**src/rtl/bitmap_slot_pool_allocator_assert.svh**
```systemverilog
// Assertion macros shared by the slot pool allocator RTL.
// Every macro samples on clock and is disabled while reset is high.
`ifndef BITMAP_SLOT_POOL_ALLOCATOR_ASSERT_SVH
`define BITMAP_SLOT_POOL_ALLOCATOR_ASSERT_SVH

// The consequent holds in the same cycle as the antecedent.
`define BSPA_ASSERT_IMPLIES(label, ante, cons, msg) \
   label: assert property (@(posedge clock) disable iff (reset) (ante) |-> (cons)) \
      else $error(msg);

// The consequent holds in the cycle after the antecedent.
`define BSPA_ASSERT_NEXT(label, ante, cons, msg) \
   label: assert property (@(posedge clock) disable iff (reset) (ante) |=> (cons)) \
      else $error(msg);

`endif

```
**src/rtl/bspa_pkg.sv**
```systemverilog
// Shared types and constants for the bitmap slot pool allocator.
// No dependencies; used by every module of the block.
`default_nettype none

package bspa_pkg;

   localparam int MAX_BLOCKS      = 8;
   localparam int SLOTS_PER_BLOCK = 64;
   localparam int BLK_W           = 3;
   localparam int SLOT_W          = 6;
   localparam int CNT_W           = 4;
   localparam int STATUS_W        = 3;
   localparam int GROUP_W         = 8;
   localparam int GROUPS          = SLOTS_PER_BLOCK / GROUP_W;
   localparam int GRP_IDX_W       = 3;
   localparam int BIT_IDX_W       = 3;

   localparam logic [CNT_W-1:0] MAX_ENABLED = CNT_W'(MAX_BLOCKS);

   typedef logic [SLOTS_PER_BLOCK-1:0] map_type;

   typedef enum logic [1:0] {
      CMD_ALLOC      = 2'd0,
      CMD_ALLOC_GROW = 2'd1,
      CMD_FREE       = 2'd2,
      CMD_GROW       = 2'd3
   } cmd_type;

   typedef enum logic [STATUS_W-1:0] {
      ST_OK           = 3'd0,
      ST_FULL         = 3'd1,
      ST_WAS_FREE     = 3'd2,
      ST_BAD_HANDLE   = 3'd3,
      ST_GROW_REFUSED = 3'd4
   } status_type;

   typedef enum logic [2:0] {
      S_IDLE,
      S_BLOCK,
      S_BYTE,
      S_BIT,
      S_FREE,
      S_GROW,
      S_DONE
   } state_type;

   // One bit update of the bitmap store.
   typedef struct packed {
      logic              en;
      logic              set;
      logic [SLOT_W-1:0] slot;
   } map_wr_type;

endpackage

`default_nettype wire

```
**src/rtl/bspa_ffz8.sv**
```systemverilog
// Shared find-first-zero unit over an eight-bit busy vector.
// Depends on bspa_pkg for widths.
`default_nettype none

module bspa_ffz8 (
   input  wire logic [bspa_pkg::GROUP_W-1:0]   busy,
   output logic                                found,
   output logic [bspa_pkg::BIT_IDX_W-1:0]      idx
);

   always_comb begin
      idx = '0;
      // Scan downward so the lowest clear bit wins.
      for (int i = bspa_pkg::GROUP_W - 1; i >= 0; i--) begin
         if (!busy[i]) begin
            idx = bspa_pkg::BIT_IDX_W'(i);
         end
      end
   end

   assign found = ~&busy;

endmodule

`default_nettype wire

```
**src/rtl/bspa_maps.sv**
```systemverilog
// Occupancy bitmaps of all blocks with a per-block full flag.
// Depends on bspa_pkg; one block address serves both read and update.
`default_nettype none

module bspa_maps (
   input  wire logic                          clock,
   input  wire logic                          reset,
   input  wire logic [bspa_pkg::BLK_W-1:0]    blk,
   input  wire bspa_pkg::map_wr_type          wr,
   output bspa_pkg::map_type                  rd_map,
   output logic [bspa_pkg::MAX_BLOCKS-1:0]    full
);

   bspa_pkg::map_type                maps_ff [bspa_pkg::MAX_BLOCKS];
   logic [bspa_pkg::MAX_BLOCKS-1:0]  full_ff;
   bspa_pkg::map_type                map_in;
   logic                             full_in;

   assign rd_map = maps_ff[blk];
   assign full   = full_ff;

   always_comb begin
      map_in           = rd_map;
      map_in[wr.slot]  = wr.set;
      full_in          = &map_in;
   end

   always_ff @(posedge clock) begin
      if (reset) begin
         for (int b = 0; b < bspa_pkg::MAX_BLOCKS; b++) begin
            maps_ff[b] <= '0;
         end
         full_ff <= '0;
      end else if (wr.en) begin
         maps_ff[blk] <= map_in;
         full_ff[blk] <= full_in;
      end
   end

endmodule

`default_nettype wire

```
**src/rtl/bitmap_slot_pool_allocator.sv**
```systemverilog
// Bitmap slot pool allocator: eight blocks of 64 slots, first-fit allocation.
// Commands arrive on the req_ channel (valid/ready) as allocate, allocate with
// grow, free or grow; each item yields exactly one result on the rsp_ channel
// carrying status, the granted block and slot, and the enabled block count.
// A small sequencer drives one shared find-first-zero unit for each
// allocation: over the per-block full flags, then over the byte-full flags of
// the chosen bitmap, then over the bits of the chosen byte.
// Each command steps through its states in order: an allocate through block,
// byte and bit search and then done, with a repeat of the block search when
// allocate with grow adds a block; free and grow through their own state and
// then done; an allocate that finds the pool full from block search to done.
// One item is worked on at a time: no new item is taken before the last has
// left done, so the search passes and the result handoff set the pace.
// The result sits in an output register: req_ready returns as soon as the
// result is loaded, so the next item is taken while the receiver stalls; a
// further result waits in its final state until the output register is free.
// Synchronous reset clears every bitmap, disables all blocks and drops
// rsp_valid; the block accepts items in the first cycle after reset.
`default_nettype none

module bitmap_slot_pool_allocator (
   input  wire logic                              clock,
   input  wire logic                              reset,
   input  wire logic                              req_valid,
   output logic                                   req_ready,
   input  wire logic [1:0]                        req_command,
   input  wire logic [bspa_pkg::BLK_W-1:0]        req_block_index,
   input  wire logic [bspa_pkg::SLOT_W-1:0]       req_slot_index,
   input  wire logic [bspa_pkg::CNT_W-1:0]        req_grow_count,
   output logic                                   rsp_valid,
   input  wire logic                              rsp_ready,
   output logic [bspa_pkg::STATUS_W-1:0]          rsp_status,
   output logic [bspa_pkg::BLK_W-1:0]             rsp_granted_block,
   output logic [bspa_pkg::SLOT_W-1:0]            rsp_granted_slot,
   output logic [bspa_pkg::CNT_W-1:0]             rsp_enabled_blocks
);

`include "bitmap_slot_pool_allocator_assert.svh"

   bspa_pkg::state_type                  state_ff, state_in;
   bspa_pkg::cmd_type                    cmd_ff, cmd_in;
   bspa_pkg::status_type                 status_ff, status_in;
   logic [bspa_pkg::BLK_W-1:0]           blk_ff, blk_in;
   logic [bspa_pkg::SLOT_W-1:0]          sidx_ff, sidx_in;
   logic [bspa_pkg::CNT_W-1:0]           gcnt_ff, gcnt_in;
   logic [bspa_pkg::GRP_IDX_W-1:0]       grp_ff, grp_in;
   logic [bspa_pkg::SLOT_W-1:0]          slot_ff, slot_in;
   logic [bspa_pkg::CNT_W-1:0]           enabled_ff, enabled_in;

   logic                                 rsp_valid_ff, rsp_valid_in;
   logic [bspa_pkg::STATUS_W-1:0]        rsp_status_ff, rsp_status_in;
   logic [bspa_pkg::BLK_W-1:0]           rsp_block_ff, rsp_block_in;
   logic [bspa_pkg::SLOT_W-1:0]          rsp_slot_ff, rsp_slot_in;
   logic [bspa_pkg::CNT_W-1:0]           rsp_enabled_ff, rsp_enabled_in;

   bspa_pkg::map_wr_type                 map_wr;
   bspa_pkg::map_type                    rd_map;
   logic [bspa_pkg::MAX_BLOCKS-1:0]      full;

   logic [bspa_pkg::GROUP_W-1:0]         ffz_busy;
   logic                                 ffz_found;
   logic [bspa_pkg::BIT_IDX_W-1:0]       ffz_idx;

   logic                                 can_grow_one;
   logic                                 free_bad;
   logic [bspa_pkg::CNT_W:0]             grow_sum;
   logic                                 grow_refused;
   logic                                 out_free;
   logic                                 is_alloc;

   bspa_maps u_maps (
      .clock  (clock),
      .reset  (reset),
      .blk    (blk_ff),
      .wr     (map_wr),
      .rd_map (rd_map),
      .full   (full)
   );

   bspa_ffz8 u_ffz (
      .busy  (ffz_busy),
      .found (ffz_found),
      .idx   (ffz_idx)
   );

   // Operand of the shared search unit for the current step.
   always_comb begin
      ffz_busy = '1;
      case (state_ff)
         bspa_pkg::S_BLOCK: begin
            // Blocks that are full or not yet enabled are skipped.
            for (int b = 0; b < bspa_pkg::MAX_BLOCKS; b++) begin
               ffz_busy[b] = full[b] || (bspa_pkg::CNT_W'(b) >= enabled_ff);
            end
         end
         bspa_pkg::S_BYTE: begin
            for (int g = 0; g < bspa_pkg::GROUPS; g++) begin
               ffz_busy[g] = &rd_map[g*bspa_pkg::GROUP_W +: bspa_pkg::GROUP_W];
            end
         end
         bspa_pkg::S_BIT: begin
            ffz_busy = rd_map[grp_ff*bspa_pkg::GROUP_W +: bspa_pkg::GROUP_W];
         end
         default: begin
            ffz_busy = '1;
         end
      endcase
   end

   assign can_grow_one = (cmd_ff == bspa_pkg::CMD_ALLOC_GROW) &&
                         (enabled_ff < bspa_pkg::MAX_ENABLED);
   assign free_bad     = (bspa_pkg::CNT_W'(blk_ff) >= enabled_ff) ||
                         ((bspa_pkg::SLOT_W+1)'(sidx_ff) >=
                          (bspa_pkg::SLOT_W+1)'(bspa_pkg::SLOTS_PER_BLOCK));
   assign grow_sum     = (bspa_pkg::CNT_W+1)'(enabled_ff) + (bspa_pkg::CNT_W+1)'(gcnt_ff);
   assign grow_refused = (gcnt_ff == '0) ||
                         (grow_sum > (bspa_pkg::CNT_W+1)'(bspa_pkg::MAX_BLOCKS));
   assign out_free     = !rsp_valid_ff || rsp_ready;
   assign is_alloc     = (cmd_ff == bspa_pkg::CMD_ALLOC) ||
                         (cmd_ff == bspa_pkg::CMD_ALLOC_GROW);

   // Next state.
   always_comb begin
      state_in = state_ff;
      unique case (state_ff)
         bspa_pkg::S_IDLE: begin
            if (req_valid) begin
               case (bspa_pkg::cmd_type'(req_command))
                  bspa_pkg::CMD_ALLOC, bspa_pkg::CMD_ALLOC_GROW: state_in = bspa_pkg::S_BLOCK;
                  bspa_pkg::CMD_FREE:                            state_in = bspa_pkg::S_FREE;
                  default:                                       state_in = bspa_pkg::S_GROW;
               endcase
            end
         end
         bspa_pkg::S_BLOCK: begin
            if (ffz_found) begin
               state_in = bspa_pkg::S_BYTE;
            end else if (can_grow_one) begin
               state_in = bspa_pkg::S_BLOCK;
            end else begin
               state_in = bspa_pkg::S_DONE;
            end
         end
         bspa_pkg::S_BYTE: state_in = bspa_pkg::S_BIT;
         bspa_pkg::S_BIT:  state_in = bspa_pkg::S_DONE;
         bspa_pkg::S_FREE: state_in = bspa_pkg::S_DONE;
         bspa_pkg::S_GROW: state_in = bspa_pkg::S_DONE;
         bspa_pkg::S_DONE: begin
            if (out_free) begin
               state_in = bspa_pkg::S_IDLE;
            end
         end
         default: state_in = bspa_pkg::S_IDLE;
      endcase
   end

   // Datapath updates and handshake outputs.
   always_comb begin
      req_ready      = 1'b0;
      map_wr         = '0;
      cmd_in         = cmd_ff;
      status_in      = status_ff;
      blk_in         = blk_ff;
      sidx_in        = sidx_ff;
      gcnt_in        = gcnt_ff;
      grp_in         = grp_ff;
      slot_in        = slot_ff;
      enabled_in     = enabled_ff;
      rsp_valid_in   = rsp_valid_ff && !rsp_ready;
      rsp_status_in  = rsp_status_ff;
      rsp_block_in   = rsp_block_ff;
      rsp_slot_in    = rsp_slot_ff;
      rsp_enabled_in = rsp_enabled_ff;
      unique case (state_ff)
         bspa_pkg::S_IDLE: begin
            req_ready = 1'b1;
            if (req_valid) begin
               cmd_in    = bspa_pkg::cmd_type'(req_command);
               status_in = bspa_pkg::ST_OK;
               blk_in    = req_block_index;
               sidx_in   = req_slot_index;
               gcnt_in   = req_grow_count;
               slot_in   = '0;
            end
         end
         bspa_pkg::S_BLOCK: begin
            if (ffz_found) begin
               blk_in = ffz_idx;
            end else if (can_grow_one) begin
               // Every enabled block is full: the fresh block is empty, so
               // the next search pass lands on it.
               enabled_in = enabled_ff + bspa_pkg::CNT_W'(1);
            end else begin
               status_in = bspa_pkg::ST_FULL;
            end
         end
         bspa_pkg::S_BYTE: begin
            grp_in = ffz_idx;
         end
         bspa_pkg::S_BIT: begin
            slot_in     = {grp_ff, ffz_idx};
            map_wr.en   = 1'b1;
            map_wr.set  = 1'b1;
            map_wr.slot = {grp_ff, ffz_idx};
         end
         bspa_pkg::S_FREE: begin
            if (free_bad) begin
               status_in = bspa_pkg::ST_BAD_HANDLE;
            end else if (!rd_map[sidx_ff]) begin
               status_in = bspa_pkg::ST_WAS_FREE;
            end else begin
               map_wr.en   = 1'b1;
               map_wr.set  = 1'b0;
               map_wr.slot = sidx_ff;
            end
         end
         bspa_pkg::S_GROW: begin
            if (grow_refused) begin
               status_in = bspa_pkg::ST_GROW_REFUSED;
            end else begin
               enabled_in = grow_sum[bspa_pkg::CNT_W-1:0];
            end
         end
         bspa_pkg::S_DONE: begin
            if (out_free) begin
               rsp_valid_in   = 1'b1;
               rsp_status_in  = status_ff;
               rsp_enabled_in = enabled_ff;
               if (is_alloc && (status_ff == bspa_pkg::ST_OK)) begin
                  rsp_block_in = blk_ff;
                  rsp_slot_in  = slot_ff;
               end else begin
                  rsp_block_in = '0;
                  rsp_slot_in  = '0;
               end
            end
         end
         default: begin
            req_ready = 1'b0;
         end
      endcase
   end

   always_ff @(posedge clock) begin
      if (reset) begin
         state_ff     <= bspa_pkg::S_IDLE;
         enabled_ff   <= '0;
         rsp_valid_ff <= 1'b0;
      end else begin
         state_ff     <= state_in;
         enabled_ff   <= enabled_in;
         rsp_valid_ff <= rsp_valid_in;
      end
   end

   always_ff @(posedge clock) begin
      cmd_ff         <= cmd_in;
      status_ff      <= status_in;
      blk_ff         <= blk_in;
      sidx_ff        <= sidx_in;
      gcnt_ff        <= gcnt_in;
      grp_ff         <= grp_in;
      slot_ff        <= slot_in;
      rsp_status_ff  <= rsp_status_in;
      rsp_block_ff   <= rsp_block_in;
      rsp_slot_ff    <= rsp_slot_in;
      rsp_enabled_ff <= rsp_enabled_in;
   end

   assign rsp_valid          = rsp_valid_ff;
   assign rsp_status         = rsp_status_ff;
   assign rsp_granted_block  = rsp_block_ff;
   assign rsp_granted_slot   = rsp_slot_ff;
   assign rsp_enabled_blocks = rsp_enabled_ff;

   `BSPA_ASSERT_IMPLIES(a_enabled_max, 1'b1, enabled_ff <= bspa_pkg::MAX_ENABLED, "too many blocks")
   `BSPA_ASSERT_IMPLIES(a_bit_found, state_ff == bspa_pkg::S_BIT, ffz_found, "chosen byte is full")
   `BSPA_ASSERT_NEXT(a_busy_after_accept, req_valid && req_ready, state_ff != bspa_pkg::S_IDLE, "idle after accept")

endmodule

`default_nettype wire

```
**config.mk**
```make
export PLATFORM = sky130hd
export DESIGN_NAME = bitmap_slot_pool_allocator
export DESIGN_NICKNAME = d
export VERILOG_FILES = /design/src/rtl/bspa_pkg.sv /design/src/rtl/bspa_ffz8.sv /design/src/rtl/bspa_maps.sv /design/src/rtl/bitmap_slot_pool_allocator.sv
export VERILOG_INCLUDE_DIRS = /design/src /design/src/rtl
export SDC_FILE = /design/constraint.sdc
export NUM_CORES = 1
export LEC_CHECK = 0
export BUFFER_PORTS_ARGS = -buffer_cell sky130_fd_sc_hd__buf_2
export CAP_MARGIN = 5
export CORE_ASPECT_RATIO = 1.1
export CORE_UTILIZATION = 30
export CTS_CLUSTER_DIAMETER = 60
export DETAILED_ROUTE_END_ITERATION = 10
export MAX_ROUTING_LAYER = met4
export PLACE_DENSITY = 0.49
export SETUP_SLACK_MARGIN = 0.05
export SYNTH_ARGS = -nofsm -noshare
export SYNTH_HDL_FRONTEND = slang
export SYNTH_SLANG_ARGS = --single-unit
```
**constraint.sdc**
```tcl
create_clock -name clock -period 11.82 [get_ports clock]
set_input_delay 1.773 -clock clock [delete_from_list [all_inputs] [get_ports clock]]
set_output_delay 1.773 -clock clock [all_outputs]
set_load 0.1 [all_outputs]
```
# [After elaboration in Yosys (flattened, before gate mapping)]
# Memories as Yosys holds them, arrays and structs flattened. A register that Yosys moved wholly into a read port is not among the register bits.
# Cells that the tools add are included.
[word_totals] reg_bits=59 ram_bits=512 input_bits=19 out_inout_bits=18 n_memories=1
[mem_list] name="u_maps.maps_ff" depth=8 width=64 read_ports=1 rd_clocked_by_memory_dff=1 wr=8 line_no="bspa_maps.sv:14" rtl="bspa_pkg::map_type maps_ff [bspa_pkg::MAX_BLOCKS];"
[op_classes] add_sub_neg=2 order_cmp=16 eq_ne=18 shift=1 mux=54 reduce_logical=47
[ops] op="8-bit AND reduction" count=9
[ops] op="3-bit two-way mux" count=22
[ops] op="64-bit bitwise mux" count=1
[ops] op="64-bit two-way mux" count=1
[ops] op="64-bit AND reduction" count=1
[ops] op="64-bit OR reduction" count=1
[ops] op="64-bit by 7-bit variable part select with 8-bit output" count=1
[ops] op="8-bit case mux with 3 select lines" count=1
[ops] op="3-bit by 4-bit greater-or-equal comparator with 1-bit output (first input constant)" count=4
[ops] op="8-bit two-way mux" count=2
[ops] op="8-bit case mux with 2 select lines" count=1
[ops] op="3-bit case mux with 5 select lines" count=1
[ops] op="6-bit by 7-bit less-than comparator with 1-bit output (second input constant)" count=2
[ops] op="2-bit != test (second input constant)" count=7
[ops] op="1-bit two-way mux" count=12
[ops] op="4-bit two-way mux" count=3
[ops] op="3-bit case mux with 2 select lines" count=2
[ops] op="3-bit case mux with 4 select lines" count=1
[ops] op="6-bit case mux with 2 select lines" count=1
[ops] op="1-bit logical OR" count=11
[ops] op="3-bit equality test (second input constant)" count=3
[ops] op="8-bit bitwise mux" count=1
[ops] op="1-bit by 4-bit greater-or-equal comparator with 1-bit output (first input constant)" count=2
[ops] op="2-bit by 4-bit greater-or-equal comparator with 1-bit output (first input constant)" count=2
[ops] op="32 further kinds" count=46

# [Logic depth before layout (Yosys ltp)]
[logic_depth] word_depth=19 mapped_depth=25 ltp_nobuf=18

# [By module]
# A second synthesis with hierarchy kept.
[unflattened] hier_cells=2146 area_unflattened_um2=27348.7
[by_module_without_submodules] mod="bspa_maps" n_inst=1 cells_each=1812 area_each_um2=23591.4
[by_module_without_submodules] mod="bitmap_slot_pool_allocator" n_inst=1 cells_each=319 area_each_um2=3683.5
[by_module_without_submodules] mod="bspa_ffz8" n_inst=1 cells_each=15 area_each_um2=73.8

# [Least setup slack after synthesis]
# Ideal clock, no wire load.
[synth_path] path_type="register -> register" start="register with a tool-made name" end="memory u_maps.maps_ff[0][0] in the netlist's numbering, enable pin" t_arrival_ps=7520 path_slack_ps=3714 path_stages_with_launch=17 path_buffers=7 period_less_slack_ps=8106 cell_sequence="dfxtp_1 buf_4 buf_8 buf_12 buf_8 buf_8 buf_12 mux2i_1 a22oi_1 nand4b_1 a31o_2 a31oi_1 a21oi_2 o2bb2ai_2 buf_6 o21ai_0 o31ai_1"
[synth_rtl] item="to (decl)" line_no="bspa_maps.sv:14"

==> impl_metrics.env <==
export IMPL_grt_pass1_vias=19865
export IMPL_clock_path_buffers=3
export IMPL_min_path_type="register to register"
export IMPL_clock_skew_ps=29.52
export IMPL_setup_ws_ps=3796
export IMPL_async_flop_share=0
export IMPL_core_um2=94490
export IMPL_via_per_inst=5.529
export IMPL_synth_edff_count=555
export IMPL_ctsRootBufferMaster="clkbuf_16"
export IMPL_post_route_min_period_ps=8025
export IMPL_wire_per_inst_um=29.10
export IMPL_ios=37
export IMPL_rows=118
export IMPL_synth_seq_cells=574
export IMPL_crit_path_start_kind="register"
export IMPL_postCtsSetupBuffers=0
export IMPL_setup_violations=0
export IMPL_antenna_found_initial=0
export IMPL_end_kind="register"
export IMPL_grt_use_total=0.2213
export IMPL_hold_viol_final=0
export IMPL_pwr_share_clk=0.261
export IMPL_dieArea_um2=96910
export IMPL_vias=19964
export IMPL_synth_warnings=0
export IMPL_tightestPinTransition_ps=1243
export IMPL_switching_share=0.4255
export IMPL_synth_cell_types=108
export IMPL_layout_commonest_cell="nor2_1"
export IMPL_die_w_um=296.9
export IMPL_hold_buffers=0
export IMPL_start_util=0.3037
export IMPL_ir_drop_v=0.0001408
export IMPL_synth_avg_cell_area_um2=12.57
export IMPL_place_congestion=1.066
export IMPL_drt_pass1_iter_count=6
export IMPL_maxCapViolCount=0
export IMPL_layout_common_cells="nor2_1 (579), edfxtp_1 (555), mux2i_1 (123), nand2_1 (106), mux2_2 (95)"
export IMPL_synth_top_flop_cell="edfxtp_1"
export IMPL_cts_sinks=574
export IMPL_ant_nets=0
export IMPL_grt_pass1_wl_um=149200
export IMPL_drt_total_wl_um=105100
export IMPL_fin_nets=2330
export IMPL_pwr_share_seq=0.317
export IMPL_critical_path_top_delay_family="simple AND/OR/NAND/NOR gates"
export IMPL_io_buffers=36
export IMPL_cts_tree="done"
export IMPL_dp_hpwl_um=67670
export IMPL_max_stage_delay_ps=970
export IMPL_cp_slowest_cell="mux2i_1"
export IMPL_drc_errors=0
export IMPL_cts_buffers_inserted=69
export IMPL_fin_util=0.3423
export IMPL_syn_to_final_growth_pct=12.70
export IMPL_drt_initial_drc_count=2292
export IMPL_crit_path_cell_trace="buf_4 -> mux4_2 -> mux2i_1 -> nand2_1 -> o211ai_1 -> and4b_1 -> a21boi_1 -> nand3_1 -> nand3_2 -> a221oi_4 -> nand3_1 -> mux2i_1 -> nor4b_1 -> and4_1 -> or4b_1 -> o22ai_2"
export IMPL_drv_slew=0
export IMPL_max_freq_mhz=124.6
export IMPL_yosysSeqAreaShare=0.5940
export IMPL_grt_max_degree=78
export IMPL_p_leak_uw=0.01159
export IMPL_cp_required_ps=12370
export IMPL_layout_worst_path_cycle_share=0.6789
export IMPL_path_buf_inv=1
export IMPL_die_h_um=326.4
export IMPL_worstSkewPairLatency_ps=650
export IMPL_ctsHtreeMaxLevel=3
export IMPL_power_density_nw_per_um2=251.5
export IMPL_outcome="finished clean"
export IMPL_relSlewSlack=0.1474
export IMPL_p_sw_uw=3461
export IMPL_pre_cts_slack_ps=4043
export IMPL_syn_area_um2=28700
export IMPL_syn_inst=2284
export IMPL_crit_type="register to register"
export IMPL_nFillCells=9362
export IMPL_finalSetupTns_ps=0
export IMPL_power_internal_uw=4673
export IMPL_critPathMaxFanout=49
export IMPL_clk_pin_slew_ps=60
export IMPL_p_comb_frac=0.422
export IMPL_rsz0062_at_grt="false"
export IMPL_synthesis_nets=2315
export IMPL_drive_above_1_share=0.1855
export IMPL_cts_resized=0
export IMPL_critPathArrivalTime_ps=8570
export IMPL_grt_ovfl_total=0
## state kept, by name, summed over array words and instances, names as in the netlist, named ones only
| name | cells |
|---|---|
| blk_ff | 3 |
| cmd_ff | 2 |
| enabled_ff | 4 |
| gcnt_ff | 4 |
| grp_ff | 3 |
| rsp_enabled_blocks | 4 |
| rsp_granted_block | 3 |
| rsp_granted_slot | 6 |
| rsp_status | 3 |
| rsp_valid | 1 |
| sidx_ff | 6 |
| slot_ff | 6 |
| state_ff | 3 |
| status_ff | 3 |
| u_maps.full | 8 |
| u_maps.maps_ff | 512 |
## cells in the mapped netlist (all sizes together), types with 10 or more instances
cell,n,share of area
buf,78,0.025
nand4,17,0.0037
a211oi,13,0.0039
inv,35,0.0046
mux4,72,0.057
dfxtp,19,0.013
a2111oi,10,0.0050
nor2,581,0.076
mux2,99,0.039
a22oi,16,0.0042
nor4,24,0.0057
o22ai,46,0.012
a31oi,17,0.0044
edfxtp,555,0.58
nand3,64,0.012
and2,22,0.0048
nor2b,14,0.0031
o21ai,38,0.0069
clkbuf,76,0.011
nand2b,19,0.0041
nand2,117,0.015
ha,11,0.0048
nor3,19,0.0033
o211ai,14,0.0038
mux2i,124,0.044
a21oi,28,0.0050
a221oi,14,0.0059
## logic make-up (layout without fill, tap and decap cells)
family          after synthesis  in the layout  synth area share
simple gates                934            934            0.1426
fa+ha+maj                    12             12          0.005493
compound gates              276            276           0.07713
buf+inv                     191            257           0.04037
mux                         295            295            0.1398
xor+xnor                      2              2         0.0006105
flops                       574            574            0.5940
other cells                   0              1                 0
## per-stage QoR
stage / hold slack [ps] / std cells / total power (uW) / area (um2)
after floorplan: 427.3 / 2284 / 4736 / 28700
after global placement: 436.5 / 3487 / 5981 / 30080
after detailed placement: 440.4 / 3488 / 5999 / 30090
after CTS: 453.8 / 3610 / 8132 / 32340
after global routing: 462.9 / 3610 / 8393 / 32340
final: 454.3 / 3611 / 8133 / 32340
## path summary, 6_finish.rpt
path                start        endpoint  slack (ps)  cells after the start
max reg2reg      register  u_maps.full[1]        3800                     16
min reg2reg  status_ff[1]   rsp_status[1]         450                      0
min          status_ff[1]   rsp_status[1]         450                      0
max              register  u_maps.full[1]        3800                     16
## per-layer routing
| layer | wire length (um) | global-route usage |
|---|---|---|
| met5 | 0 | - |
| met4 | 4535 | 0.09760 |
| met3 | 6198 | 0.02993 |
| met2 | 50760 | 0.3597 |
| met1 | 43590 | 0.2753 |
## cell type report
type                    instances  area [um2]  area share
multi-input cells            1519       10660      0.3296
inverters                      37       138.9    0.004294
clock inverters                30       331.6     0.01025
well taps                    1260        1577     0.04874
diodes                          1       2.502  0.00007737
flip-flops and latches        574       17060      0.5274
repair buffers                 98       658.1     0.02035
clock buffers                  92        1917     0.05927
## power by group through the flow
stage | Combinational [uW] | Sequential, uW | Clock, uW
floorplan | 2210 | 2530 | 0
global placement | 3370 | 2610 | 0
detailed placement | 3380 | 2620 | 0
CTS | 3390 | 2580 | 2160
global route | 3560 | 2600 | 2230
finish | 3430 | 2580 | 2130
(Power assumes the default switching activity.)
